### src/hdl/mlft_pkg.sv
// ============================================================================
// mlft_pkg
// Shared types and constants for the MAC learning forwarding table.
// ============================================================================
package mlft_pkg;

  // Field widths fixed by the item format
  localparam int MacW      = 48;
  localparam int PortW     = 3;
  localparam int PortMaskW = 8;

  // Switch port count; mask bits at or above it are ignored
  localparam int NumPorts = 8;
  localparam logic [PortMaskW-1:0] PortValid =
    PortMaskW'((64'd1 << NumPorts) - 64'd1);

  // Configuration port
  localparam int PAddrW = 3;
  localparam int PDataW = 32;

  typedef enum logic [0:0] {
    RegAttached = 1'b0,
    RegBlocked  = 1'b1
  } reg_idx_e;

  typedef enum logic [0:0] {
    OpLearn   = 1'b0,
    OpForward = 1'b1
  } op_e;

  typedef enum logic [1:0] {
    StIdle,
    StSearch,
    StFinish
  } srch_state_e;

  typedef struct packed {
    op_e              op;
    logic [MacW-1:0]  mac_addr;
    logic [PortW-1:0] port_index;
  } in_beat_t;

  typedef struct packed {
    logic [PortMaskW-1:0] send_mask;
    logic                 hit;
    logic                 learned;
    logic                 table_full;
  } out_beat_t;

  typedef struct packed {
    logic [PortMaskW-1:0] attached_ports;
    logic [PortMaskW-1:0] blocked_ports;
  } cfg_t;

  typedef struct packed {
    logic [MacW-1:0]  mac;
    logic [PortW-1:0] port;
  } entry_t;

  // One when the port is attached and lies below the port count
  function automatic logic port_att(cfg_t cfg, logic [PortW-1:0] p);
    logic [PortMaskW-1:0] m;
    m = cfg.attached_ports & PortValid;
    return m[p];
  endfunction

endpackage

### src/hdl/mlft_csr.sv
// ============================================================================
// mlft_csr
// Configuration registers behind an APB-style port: attached and blocked masks.
// ============================================================================
module mlft_csr import mlft_pkg::*; (
  input  logic              clk_i,
  input  logic              rst_ni,
  input  logic              psel,
  input  logic              penable,
  input  logic              pwrite,
  input  logic [PAddrW-1:0] paddr,
  input  logic [PDataW-1:0] pwdata,
  output logic [PDataW-1:0] prdata,
  output logic              pready,
  output cfg_t              cfg_o
);

  cfg_t     cfg_q, cfg_d;
  reg_idx_e reg_idx;
  logic     wr_en;

  assign reg_idx = reg_idx_e'(paddr[2]);
  assign wr_en   = psel & penable & pwrite;
  assign pready  = 1'b1;
  assign cfg_o   = cfg_q;

  // Decode the write beat
  always_comb begin
    cfg_d = cfg_q;
    if (wr_en) begin
      case (reg_idx)
        RegAttached: cfg_d.attached_ports = pwdata[PortMaskW-1:0];
        RegBlocked:  cfg_d.blocked_ports  = pwdata[PortMaskW-1:0];
        default:     cfg_d = cfg_q;
      endcase
    end
  end

  // Read back the selected register
  always_comb begin
    case (reg_idx)
      RegAttached: prdata = {{(PDataW-PortMaskW){1'b0}}, cfg_q.attached_ports};
      RegBlocked:  prdata = {{(PDataW-PortMaskW){1'b0}}, cfg_q.blocked_ports};
      default:     prdata = '0;
    endcase
  end

  always_ff @(posedge clk_i or negedge rst_ni) begin
    if (!rst_ni) begin
      cfg_q <= '0;
    end else begin
      cfg_q <= cfg_d;
    end
  end

endmodule

### src/hdl/mlft_tbl.sv
// ============================================================================
// mlft_tbl
// Entry store: one write port, one read port, read data registered.
// ============================================================================
module mlft_tbl import mlft_pkg::*; #(
  parameter int Depth = 64,
  parameter int AddrW = $clog2(Depth)
) (
  input  logic             clk_i,
  input  logic             we_i,
  input  logic [AddrW-1:0] waddr_i,
  input  entry_t           wdata_i,
  input  logic             re_i,
  input  logic [AddrW-1:0] raddr_i,
  output entry_t           rdata_o
);

  entry_t mem [Depth];
  entry_t rdata_q;

  assign rdata_o = rdata_q;

  // Store a new entry
  always_ff @(posedge clk_i) begin
    if (we_i) begin
      mem[waddr_i] <= wdata_i;
    end
  end

  // Fetch one entry per cycle
  always_ff @(posedge clk_i) begin
    if (re_i) begin
      rdata_q <= mem[raddr_i];
    end
  end

endmodule

### src/hdl/mlft_srch.sv
// ============================================================================
// mlft_srch
// Search sequencer: walks the stored entries in insertion order, decides the
// result, appends learned entries and holds the result beat.
// ============================================================================
module mlft_srch import mlft_pkg::*; #(
  parameter int Depth = 64,
  parameter int AddrW = $clog2(Depth),
  parameter int CntW  = $clog2(Depth + 1)
) (
  input  logic             clk_i,
  input  logic             rst_ni,
  input  cfg_t             cfg_i,
  input  logic             in_valid_i,
  output logic             in_ready_o,
  input  in_beat_t         in_data_i,
  output logic             out_valid_o,
  input  logic             out_ready_i,
  output out_beat_t        out_data_o,
  output logic             mem_we_o,
  output logic [AddrW-1:0] mem_waddr_o,
  output entry_t           mem_wdata_o,
  output logic             mem_re_o,
  output logic [AddrW-1:0] mem_raddr_o,
  input  entry_t           mem_rdata_i,
  output logic [CntW-1:0]  count_o
);

  srch_state_e      state_q, state_d;
  logic [CntW-1:0]  idx_q, idx_d;
  logic [CntW-1:0]  cnt_q, cnt_d;
  logic             pend_q, pend_d;
  logic             hit_q, hit_d;
  logic [PortW-1:0] hit_port_q, hit_port_d;
  in_beat_t         item_q, item_d;
  logic             out_valid_q, out_valid_d;
  out_beat_t        out_q, out_d;

  out_beat_t        res;
  logic             res_wr;
  logic             full;

  assign full        = (cnt_q == CntW'(Depth));
  assign out_valid_o = out_valid_q;
  assign out_data_o  = out_q;
  assign count_o     = cnt_q;
  assign mem_raddr_o = idx_q[AddrW-1:0];
  assign mem_waddr_o = cnt_q[AddrW-1:0];
  assign mem_wdata_o = '{mac: item_q.mac_addr, port: item_q.port_index};

  // Decide the result from the search outcome
  always_comb begin
    res    = '0;
    res_wr = 1'b0;
    if (item_q.op == OpLearn) begin
      if (hit_q) begin
        res.hit = 1'b1;
      end else if (full) begin
        res.table_full = 1'b1;
      end else if (port_att(cfg_i, item_q.port_index)) begin
        res.learned = 1'b1;
        res_wr      = 1'b1;
      end
    end else if (port_att(cfg_i, item_q.port_index)) begin
      if (hit_q) begin
        res.hit = 1'b1;
        if (hit_port_q != item_q.port_index && port_att(cfg_i, hit_port_q)) begin
          res.send_mask = PortMaskW'(1) << hit_port_q;
        end
      end else begin
        res.send_mask = cfg_i.attached_ports & ~cfg_i.blocked_ports & PortValid
                        & ~(PortMaskW'(1) << item_q.port_index);
      end
    end
  end

  // Next state and datapath control
  always_comb begin
    state_d     = state_q;
    idx_d       = idx_q;
    cnt_d       = cnt_q;
    pend_d      = pend_q;
    hit_d       = hit_q;
    hit_port_d  = hit_port_q;
    item_d      = item_q;
    out_valid_d = out_valid_q;
    out_d       = out_q;
    in_ready_o  = 1'b0;
    mem_re_o    = 1'b0;
    mem_we_o    = 1'b0;

    // Drop the result once taken
    if (out_valid_q && out_ready_i) begin
      out_valid_d = 1'b0;
    end

    case (state_q)
      StIdle: begin
        in_ready_o = 1'b1;
        if (in_valid_i) begin
          item_d = in_data_i;
          idx_d  = '0;
          pend_d = 1'b0;
          hit_d  = 1'b0;
          if (in_data_i.op == OpForward && !port_att(cfg_i, in_data_i.port_index)) begin
            state_d = StFinish;
          end else begin
            state_d = StSearch;
          end
        end
      end
      StSearch: begin
        if (pend_q && mem_rdata_i.mac == item_q.mac_addr) begin
          hit_d      = 1'b1;
          hit_port_d = mem_rdata_i.port;
          pend_d     = 1'b0;
          state_d    = StFinish;
        end else if (idx_q < cnt_q) begin
          mem_re_o = 1'b1;
          pend_d   = 1'b1;
          idx_d    = idx_q + CntW'(1);
        end else begin
          pend_d  = 1'b0;
          state_d = StFinish;
        end
      end
      StFinish: begin
        // Hold until the result register is free
        if (!out_valid_q || out_ready_i) begin
          out_d       = res;
          out_valid_d = 1'b1;
          if (res_wr) begin
            mem_we_o = 1'b1;
            cnt_d    = cnt_q + CntW'(1);
          end
          state_d = StIdle;
        end
      end
      default: state_d = StIdle;
    endcase
  end

  always_ff @(posedge clk_i or negedge rst_ni) begin
    if (!rst_ni) begin
      state_q     <= StIdle;
      idx_q       <= '0;
      cnt_q       <= '0;
      pend_q      <= 1'b0;
      hit_q       <= 1'b0;
      out_valid_q <= 1'b0;
    end else begin
      state_q     <= state_d;
      idx_q       <= idx_d;
      cnt_q       <= cnt_d;
      pend_q      <= pend_d;
      hit_q       <= hit_d;
      out_valid_q <= out_valid_d;
    end
  end

  // Payload registers
  always_ff @(posedge clk_i) begin
    hit_port_q <= hit_port_d;
    item_q     <= item_d;
    out_q      <= out_d;
  end

endmodule

### src/hdl/mac_learning_forward_table_core.sv
// ============================================================================
// mac_learning_forward_table_core
// Switch forwarding table with address learning, lookup and flooding.
// ============================================================================
//
//  channel   direction  handshake            payload
//  in        sink       in_valid_i/in_ready_o   in_data_i  (in_beat_t)
//  out       source     out_valid_o/out_ready_i out_data_o (out_beat_t)
//  cfg       sink       psel/penable/pwrite     paddr, pwdata, prdata
//
//  The search reads one stored entry per cycle from the table, never more
//  than the entry count, and stops at the first match. A forward beat from
//  an unattached port skips the search. Reset clears the entry count and
//  both masks; the table itself needs no clearing. A stalled result beat
//  holds the sequencer in its final step.
//
module mac_learning_forward_table_core import mlft_pkg::*; #(
  parameter int TABLE_DEPTH = 64
) (
  input  logic              clk_i,
  input  logic              rst_ni,
  input  logic              in_valid_i,
  output logic              in_ready_o,
  input  in_beat_t          in_data_i,
  output logic              out_valid_o,
  input  logic              out_ready_i,
  output out_beat_t         out_data_o,
  input  logic              psel,
  input  logic              penable,
  input  logic              pwrite,
  input  logic [PAddrW-1:0] paddr,
  input  logic [PDataW-1:0] pwdata,
  output logic [PDataW-1:0] prdata,
  output logic              pready
);

  localparam int AddrW = $clog2(TABLE_DEPTH);
  localparam int CntW  = $clog2(TABLE_DEPTH + 1);

  cfg_t             cfg;
  logic             mem_we;
  logic [AddrW-1:0] mem_waddr;
  entry_t           mem_wdata;
  logic             mem_re;
  logic [AddrW-1:0] mem_raddr;
  entry_t           mem_rdata;
  logic [CntW-1:0]  count;

  // Configuration registers
  mlft_csr u_csr (
    .clk_i   (clk_i),
    .rst_ni  (rst_ni),
    .psel    (psel),
    .penable (penable),
    .pwrite  (pwrite),
    .paddr   (paddr),
    .pwdata  (pwdata),
    .prdata  (prdata),
    .pready  (pready),
    .cfg_o   (cfg)
  );

  // Entry store
  mlft_tbl #(
    .Depth (TABLE_DEPTH),
    .AddrW (AddrW)
  ) u_tbl (
    .clk_i   (clk_i),
    .we_i    (mem_we),
    .waddr_i (mem_waddr),
    .wdata_i (mem_wdata),
    .re_i    (mem_re),
    .raddr_i (mem_raddr),
    .rdata_o (mem_rdata)
  );

  // Search sequencer
  mlft_srch #(
    .Depth (TABLE_DEPTH),
    .AddrW (AddrW),
    .CntW  (CntW)
  ) u_srch (
    .clk_i       (clk_i),
    .rst_ni      (rst_ni),
    .cfg_i       (cfg),
    .in_valid_i  (in_valid_i),
    .in_ready_o  (in_ready_o),
    .in_data_i   (in_data_i),
    .out_valid_o (out_valid_o),
    .out_ready_i (out_ready_i),
    .out_data_o  (out_data_o),
    .mem_we_o    (mem_we),
    .mem_waddr_o (mem_waddr),
    .mem_wdata_o (mem_wdata),
    .mem_re_o    (mem_re),
    .mem_raddr_o (mem_raddr),
    .mem_rdata_i (mem_rdata),
    .count_o     (count)
  );

`ifndef SYNTHESIS
  // Fill level never passes the table size
  a_count_bound: assert property (@(posedge clk_i) disable iff (!rst_ni)
    count <= CntW'(TABLE_DEPTH))
    else $error("entry count above table depth");

  // Fill level only grows, by one entry at a time
  a_count_step: assert property (@(posedge clk_i) disable iff (!rst_ni)
    count != $past(count) |-> count == $past(count) + CntW'(1))
    else $error("entry count changed by other than one");

  // A table write is always reported as a learned beat
  a_write_learned: assert property (@(posedge clk_i) disable iff (!rst_ni)
    mem_we |=> out_valid_o && out_data_o.learned && !out_data_o.hit)
    else $error("table write without learned result");

  // One item at a time: no new beat right after an accept
  a_one_item: assert property (@(posedge clk_i) disable iff (!rst_ni)
    in_valid_i && in_ready_o |=> !in_ready_o)
    else $error("input accepted while busy");
`endif

endmodule
### config.mk
export PLATFORM = sky130hd
export DESIGN_NAME = mac_learning_forward_table_core
export DESIGN_NICKNAME = d
export VERILOG_FILES = /design/src/hdl/mlft_pkg.sv /design/src/hdl/mlft_csr.sv /design/src/hdl/mlft_tbl.sv /design/src/hdl/mlft_srch.sv /design/src/hdl/mac_learning_forward_table_core.sv
export SDC_FILE = /design/constraint.sdc
export NUM_CORES = 2
export LEC_CHECK = 0
export BUFFER_PORTS_ARGS = -buffer_cell sky130_fd_sc_hd__clkbuf_2
export CAP_MARGIN = 20
export CORE_MARGIN = 1.5
export CORE_UTILIZATION = 63
export CTS_CLUSTER_DIAMETER = 40
export DETAILED_ROUTE_END_ITERATION = 7
export HOLD_SLACK_MARGIN = 0.12
export PLACE_DENSITY = 0.77
export SLEW_MARGIN = 5
export SYNTH_ARGS = -nofsm -noshare
export SYNTH_HDL_FRONTEND = slang
export SYNTH_SLANG_ARGS = --single-unit
export TNS_END_PERCENT = 30
### constraint.sdc
create_clock -name clk_i -period 9.1 [get_ports clk_i]
set_input_delay 0.91 -clock clk_i [delete_from_list [all_inputs] [get_ports clk_i]]
set_output_delay 0.91 -clock clk_i [all_outputs]
set_load 0.03 [all_outputs]
After elaboration in Yosys (flattened, before gate mapping). Memory sizes are Yosys's and may differ from the RTL's. A register that Yosys moved wholly into a read port is not among the register bits. Index checks and enable logic that the tools add are counted.

Bits in registers: 101. Bits in latches: 0. Bits in writable memories: 3264. ROM bits: 0. Input bits: 94. Memories kept: 1.

Memories: u_tbl.mem (depth 64, bits a word 51, read ports 1, clocked after memory_dff 1, wr ports 1, line mlft_tbl.sv:18) `entry_t mem [Depth];`.

$add $sub $neg: 2. Equality and inequality tests: 11. Bitwise operators: 7. Order comparisons: 4. Reductions and logical operators: 21. Multipliers: 0. Shift operators: 2. Div/mod/pow operators: 0. Mux-type cells: 43.

Operator list (count): 32-bit case mux with 2 select lines (1); 48-bit equality test (1); 1-bit two-way mux (25); 7-bit two-way mux (3); 8-bit bitwise AND (2); 8-bit two-way mux (2); 8-bit NOT (2); 1-bit by 3-bit left shift with 8-bit output (first input constant) (2); 7-bit by 1-bit adder with 7-bit output (second input constant) (2); 7-bit case mux with 2 select lines (1); 2-bit AND reduction (7); 3-bit by 4-bit less-than comparator with 1-bit output (second input constant) (3); 2-bit two-way mux (5); 1-bit binary-select mux with 3-bit select (3); 3-bit AND reduction (3); 7-bit equality test (second input constant) (1); 7-bit less-than comparator (1); 2-bit by 1-bit inequality test with 1-bit output (second input constant) (3); 2-bit case mux with 3 select lines (1); 1-bit logical AND (4); 2-bit inequality test (second input constant) (2); 1-bit case mux with 2 select lines (2); 4-bit AND reduction (1); 3-bit by 2-bit inequality test with 1-bit output (second input constant) (1); 10 further kinds (12).

Depth between registers and ports, before layout.
Word-level depth: 11. Gate-level depth with buffers: 11. Depth with buffers taken out: 8.

Modules after synthesis. From an unflattened synthesis, not the netlist that was laid out.

Cells, all modules: 5629. Area, all modules: 130666.6 sq um.

Modules (own cells, without submodules): mlft_tbl (sequential area each 99545.5 sq um, cells an instance 5186, times used 1, area each 125130.0 sq um); mlft_srch (sequential area each 2457.4 sq um, cells an instance 373, times used 1, area each 4614.4 sq um); mlft_csr (sequential area each 400.4 sq um, cells an instance 70, times used 1, area each 922.1 sq um).

Worst setup path after synthesis. Ideal clock, no wire load.

Path kind: flip-flop to flip-flop. From: register u_srch.item_q, in the netlist u_srch.mem_wdata_o[0]. To: memory u_tbl.mem[39][0] in the netlist's numbering, enable pin. Clock period less this slack: 7.836 ns. Stages on the path, launching flop included: 9. Required time: 8.514 ns. Data arrival time: 7.250 ns. Slack: 1.264 ns. Buffers on the path: 3. Cells stage by stage: edfxtp_1 buf_4 mux4_2 mux2i_1 nand4bb_1 buf_2 or2_1 buf_2 nor4_1.

Longest elaborated chain between the ends: 11.

Ends and longest elaborated chain: from (decl) (line mlft_srch.sv:35) `in_beat_t item_q, item_d;`; from (signal assigned) (line mlft_srch.sv:164) `item_q <= item_d;`; 1-bit binary-select mux with 3-bit select (line mlft_pkg.sv:64) `return m[p];`; 1-bit two-way mux (implied by the code) (line mlft_pkg.sv:64); 1-bit two-way mux (line mlft_srch.sv:60) `end else if (port_att(cfg_i, item_q.port_index)) begin`; 1-bit two-way mux (line mlft_srch.sv:58) `end else if (full) begin`; 1-bit two-way mux (line mlft_srch.sv:56) `if (hit_q) begin`; 1-bit two-way mux (line mlft_srch.sv:55) `if (item_q.op == OpLearn) begin`; 1-bit two-way mux (line mlft_srch.sv:132) `if (res_wr) begin`; 1-bit two-way mux (line mlft_srch.sv:129) `if (!out_valid_q || out_ready_i) begin`; 1-bit two-way mux (line mlft_srch.sv:97) `case (state_q)`; 1-bit two-way mux (line mlft_tbl.sv:25) `if (we_i) begin`; 1-bit two-way mux (implied by the code) (line mlft_tbl.sv:26) `mem[waddr_i] <= wdata_i;`; to (decl) (line mlft_tbl.sv:18).

No other way between the ends. The select of a mux whose other input is x is not followed.

Final worst setup path.
From: register u_srch.state_q[0]. To: memory u_tbl.mem[27][14] in the netlist's numbering, enable pin.

Longest elaborated chain between the ends: 4.

Ends and longest elaborated chain: from (decl) (line mlft_srch.sv:29) `srch_state_e state_q, state_d;`; from (signal assigned) (line mlft_srch.sv:145) `state_q <= StIdle;`; from (signal assigned) (line mlft_srch.sv:152) `state_q <= state_d;`; 2-bit equality test (line mlft_srch.sv:97); 1-bit two-way mux (line mlft_srch.sv:97); 1-bit two-way mux (line mlft_tbl.sv:25); 1-bit two-way mux (implied by the code) (line mlft_tbl.sv:26).

No other way between the ends.

==> flow_summary_export.csv <==
group,metric,value,unit
outcome,result_of_the_run,"finished, final reports clean",
pwr,ir_drop,0.000384,V
sta,hold_viol,0,
global_routing,grt_peak_use_layer,"met2",
placed_design,place_area,135000,um^2
synthesis,post-synth-top-area-cell,"sky130_fd_sc_hd__edfxtp_1",
critical_path,worstSetupPathType,"flip-flop to flip-flop",
synthesis,postSynth.asyncResetShare,1.02,%
placed_design,post-place-cells,8191,
placed_design,placement.io_buffers,88,
critical_path,arrival_time_at_the_worst_endpoint,6.19,ns
critical_path,crit_slowest_cell,"sky130_fd_sc_hd__nor2_4",
layout,layout.filler_cells,10500,
detailed_routing,drt-pass1-iter-count,7,
synthesis,yosys.area.top_type_share,78.0,%
die,area_of_the_die,209000,um^2
die,die_width,457,um
layout,post_layout_instance_area,149000,um^2
global_routing,largest_net_degree_at_the_start_of_global_routing,130,
global_routing,met1_layer_usage_reported_by_global_route,46.1,%
pwr,p_sw,0.0122,W
critical_path,worstPathRequired,9.70,ns
synthesis,postSynthRegisterBits,3416,
sta,fin_worst_skew,0.0737,ns
synthesis,synth-seq-area-share,78.7,%
clock_network,ctsHtreeMaxLevel,5,
sta,setup_viol_count_final,0,
global_routing,wire_length_of_the_first_global_routing_pass,515000,um
global_routing,grt_overflow_total,0,
clock_network,cts_max_path_buffers,4,
critical_path,critPathMaxFanout,30,
placed_design,dpl.hpwl,175000,um
detailed_routing,detail_route.wirelength,372000,um
die,core.rowCount,166,
layout,syn_to_final_growth,14.3,%
clock_network,cts.root.buffer_cell,"sky130_fd_sc_hd__clkbuf_16",
synthesis,yosysUniqueCellTypes,60,
detailed_routing,num_vias,67100,
synthesis,synth.area.top_cells,"sky130_fd_sc_hd__edfxtp_1 (78%), sky130_fd_sc_hd__mux4_2 (16%), sky130_fd_sc_hd__dfrtp_1 (0.67%), sky130_fd_sc_hd__mux2i_1 (0.62%), sky130_fd_sc_hd__a22oi_1 (0.44%)",
critical_path,worst_path_cell_chain,"nand2b_1 > nor2b_1 > nand4bb_1 > nor2_1 > nand3_1 > nor2_4 > buf_4",
synthesis,synthTopCellsByCount,"sky130_fd_sc_hd__edfxtp_1 (3,381), sky130_fd_sc_hd__mux4_2 (899), sky130_fd_sc_hd__clkbuf_1 (126)",
critical_path,r2r_setup_slack,3.51,ns
synthesis,dominantRegCellSynth,"sky130_fd_sc_hd__edfxtp_1",
sta,max_freq,0.179,GHz
global_routing,all_layer_gr_usage,35.8,%
clock_network,cts_tree,"built",
layout,utilization,72.6,%
detailed_routing,drt-initial-drc-count,11800,
layout,nets_final,6069,
synthesis,synthesized_instance_count,5514,
sta,post_route_setup_tns,0,ns
detailed_routing,routedWlPerCell,41.4,um
pwr,cell_internal_power,0.0317,W
clock_network,numClockSinks,3416,
clock_network,worstSkewPairLatency,1.02,ns
sta,period_needed,5.59,ns
global_routing,grt.met3_usage,9.87,%
pwr,power_leakage,46.2,nW
clock_network,cts_inserted_buffers,411,
clock_network,cts.reportedPaths.clkPinSlew,0.06,ns
synthesis,leading_cell_type_by_number_of_instances_after_synthesis,"sky130_fd_sc_hd__edfxtp_1",
global_routing,grt_use_met2,56.0,%
sta,rsz0062_at_grt,"false",
min_path,hold_path_class,"input port to flip-flop",
sta,slew_violations,0,
synthesis,avgSynthCellArea,23.6,um^2
die,io-pin-count,140,
critical_path,critical_path.startpoint_type,"flip-flop",
critical_path,slowest_stage_delay_cp,1.10,ns
sta,period_share,61.4,%
synthesis,yosysWarnings,0,
sta,max-slew-margin-rel,15.7,%
pwr,power_switching_share,27.8,%
pwr,comb_power_share,20.3,%
die,initial_utilization,63.5,%
job,maxCapViolations,0,
global_routing,antenna_violations_before_repair,12,
detailed_routing,via_per_inst,7.48,
detailed_routing,drt.antenna.violating_nets,0,
synthesis,count_of_flip_flops_with_a_built_in_enable_after_synthesis,3381,
pwr,clock_power_share,37.4,%
synthesis,synth.cell_area,130000,um^2
die,dieHeight,457,um
critical_path,type_of_element_capturing_the_critical_path,"flip-flop",
pwr,power.density,295,nW/um^2
die,design.core.area,205000,um^2
pwr,seq_power_share,42.3,%
global_routing,grt_pass1_vias,68000,
placed_design,gpl.final_weighted_congestion,0.822,
layout,instances_no_fill,8981,
detailed_routing,drcViolationCount,0,
layout,drive_above_1_share,30.9,%
sta,max_slew.worst_pin.slew,1.26,ns
-- through the flow --
stage                     hold slack (ns)  setup WS, ns  power [W]
after floorplan                     0.400          1.26     0.0249
after global placement              0.409          3.23     0.0273
after detailed placement            0.406          3.08     0.0275
after CTS                           0.128          3.62     0.0439
after global routing                0.141          3.37     0.0449
final                               0.161          3.51     0.0439
-- critical path, delay by kind of cell (launching register included) --
kind	cells	cell delay, ns
DFF	1	0.41
buffers and inverters	1	0.72
and+or+nand+nor	6	4.02
-- worst paths after layout --
kind	startpoint	to	cells past startpoint
max reg2reg	u_srch.state_q[0]	u_tbl.mem[27][14]	7
min reg2reg	u_tbl.rdata_o[1]	u_srch.hit_port_q[1]	0
min in group asynchronous	rst_ni	u_csr.cfg_o[12]	2
max in group asynchronous	rst_ni	u_srch.idx_q[5]	2
min	in_data_i[35]	u_srch.mem_wdata_o[35]	1
max	u_srch.state_q[0]	u_tbl.mem[27][14]	7
-- cells by family after synthesis --
logic type | count (synthesis) | synth area share (%)
adder cells (fa/ha/maj) | 9 | 0.0865
XOR/XNOR | 53 | 0.357
other | 2 | 0.00577
AND/OR/NAND/NOR | 301 | 1.12
multiplexers | 1003 | 16.4
flip-flops | 3416 | 78.7
AO/OA/AOI/OAI | 391 | 2.08
buffers and inverters | 339 | 1.27
-- what timing repair did --
action / in CTS / in global routing
setup buffers: 0 / 0
hold endpoints to repair: 84 / 0
hold buffers: 48 / 0
gates resized for setup: 0 / 0
-- metal layers --
metal / vias to the layer above / wire length [um]
met3: 1316 / 50700
met1: 34500 / 118000
met2: 6601 / 178000
met5: - / 73
met4: 8 / 24200
li1: 24700 / -
-- registers in the layout, summed over array words and instances (netlist names) --
name                flops
u_srch.idx_q            7
u_srch.hit_q            1
u_srch.out_valid_o      1
u_srch.hit_port_q       3
u_srch.out_data_o      11
u_srch.item_q           1
u_srch.count_o          7
u_srch.mem_wdata_o     51
u_srch.pend_q           1
u_tbl.mem            3264
u_csr.cfg_o            16
u_srch.state_q          2
u_tbl.rdata_o          51
-- final cells by class --
class                           instances  area [um^2]  area share [%]
Multi-Input combinational cell       1782        26700            17.9
Inverter                               18         70.1          0.0471
Tap cell                             2688         3360            2.26
Clock inverter                        275         2960            1.99
Clock buffer                          460        10600            7.14
Timing Repair Buffer                  337         2660            1.79
Sequential cell                      3416       102000            68.9
Antenna cell                            5         12.5         0.00841
-- power groups by stage --
stage / Combinational [W] / Sequential [W] / Clock (W)
after global routing: 0.00925 / 0.0186 / 0.0170
final: 0.00892 / 0.0186 / 0.0164
after detailed placement: 0.00855 / 0.0189 / 0
after CTS: 0.00882 / 0.0186 / 0.0165
after floorplan: 0.00582 / 0.0191 / 0
after global placement: 0.00841 / 0.0189 / 0
-- placed cells by master (no fill, tap or decap), types with 29 or more instances in the layout --
master,count
sky130_fd_sc_hd__a211oi_1,52
sky130_fd_sc_hd__a21oi_1,58
sky130_fd_sc_hd__a22oi_1,77
sky130_fd_sc_hd__buf_4,183
sky130_fd_sc_hd__bufinv_16,43
sky130_fd_sc_hd__clkbuf_1,41
sky130_fd_sc_hd__clkbuf_16,417
sky130_fd_sc_hd__clkbuf_2,88
sky130_fd_sc_hd__clkinv_1,47
sky130_fd_sc_hd__clkinv_2,50
sky130_fd_sc_hd__clkinv_4,37
sky130_fd_sc_hd__clkinvlp_4,39
sky130_fd_sc_hd__dfrtp_1,29
sky130_fd_sc_hd__dlygate4sd3_1,48
sky130_fd_sc_hd__edfxtp_1,3381
sky130_fd_sc_hd__inv_6,43
sky130_fd_sc_hd__mux2i_1,80
sky130_fd_sc_hd__mux4_2,899
sky130_fd_sc_hd__nand2_1,68
sky130_fd_sc_hd__nand3_1,30
sky130_fd_sc_hd__nor2_1,36
sky130_fd_sc_hd__nor2_4,59
sky130_fd_sc_hd__nor2b_1,32
sky130_fd_sc_hd__o21ai_0,29
sky130_fd_sc_hd__o221ai_1,52
sky130_fd_sc_hd__o22ai_1,54
sky130_fd_sc_hd__xor2_1,36
(Power assumes the default switching activity.)
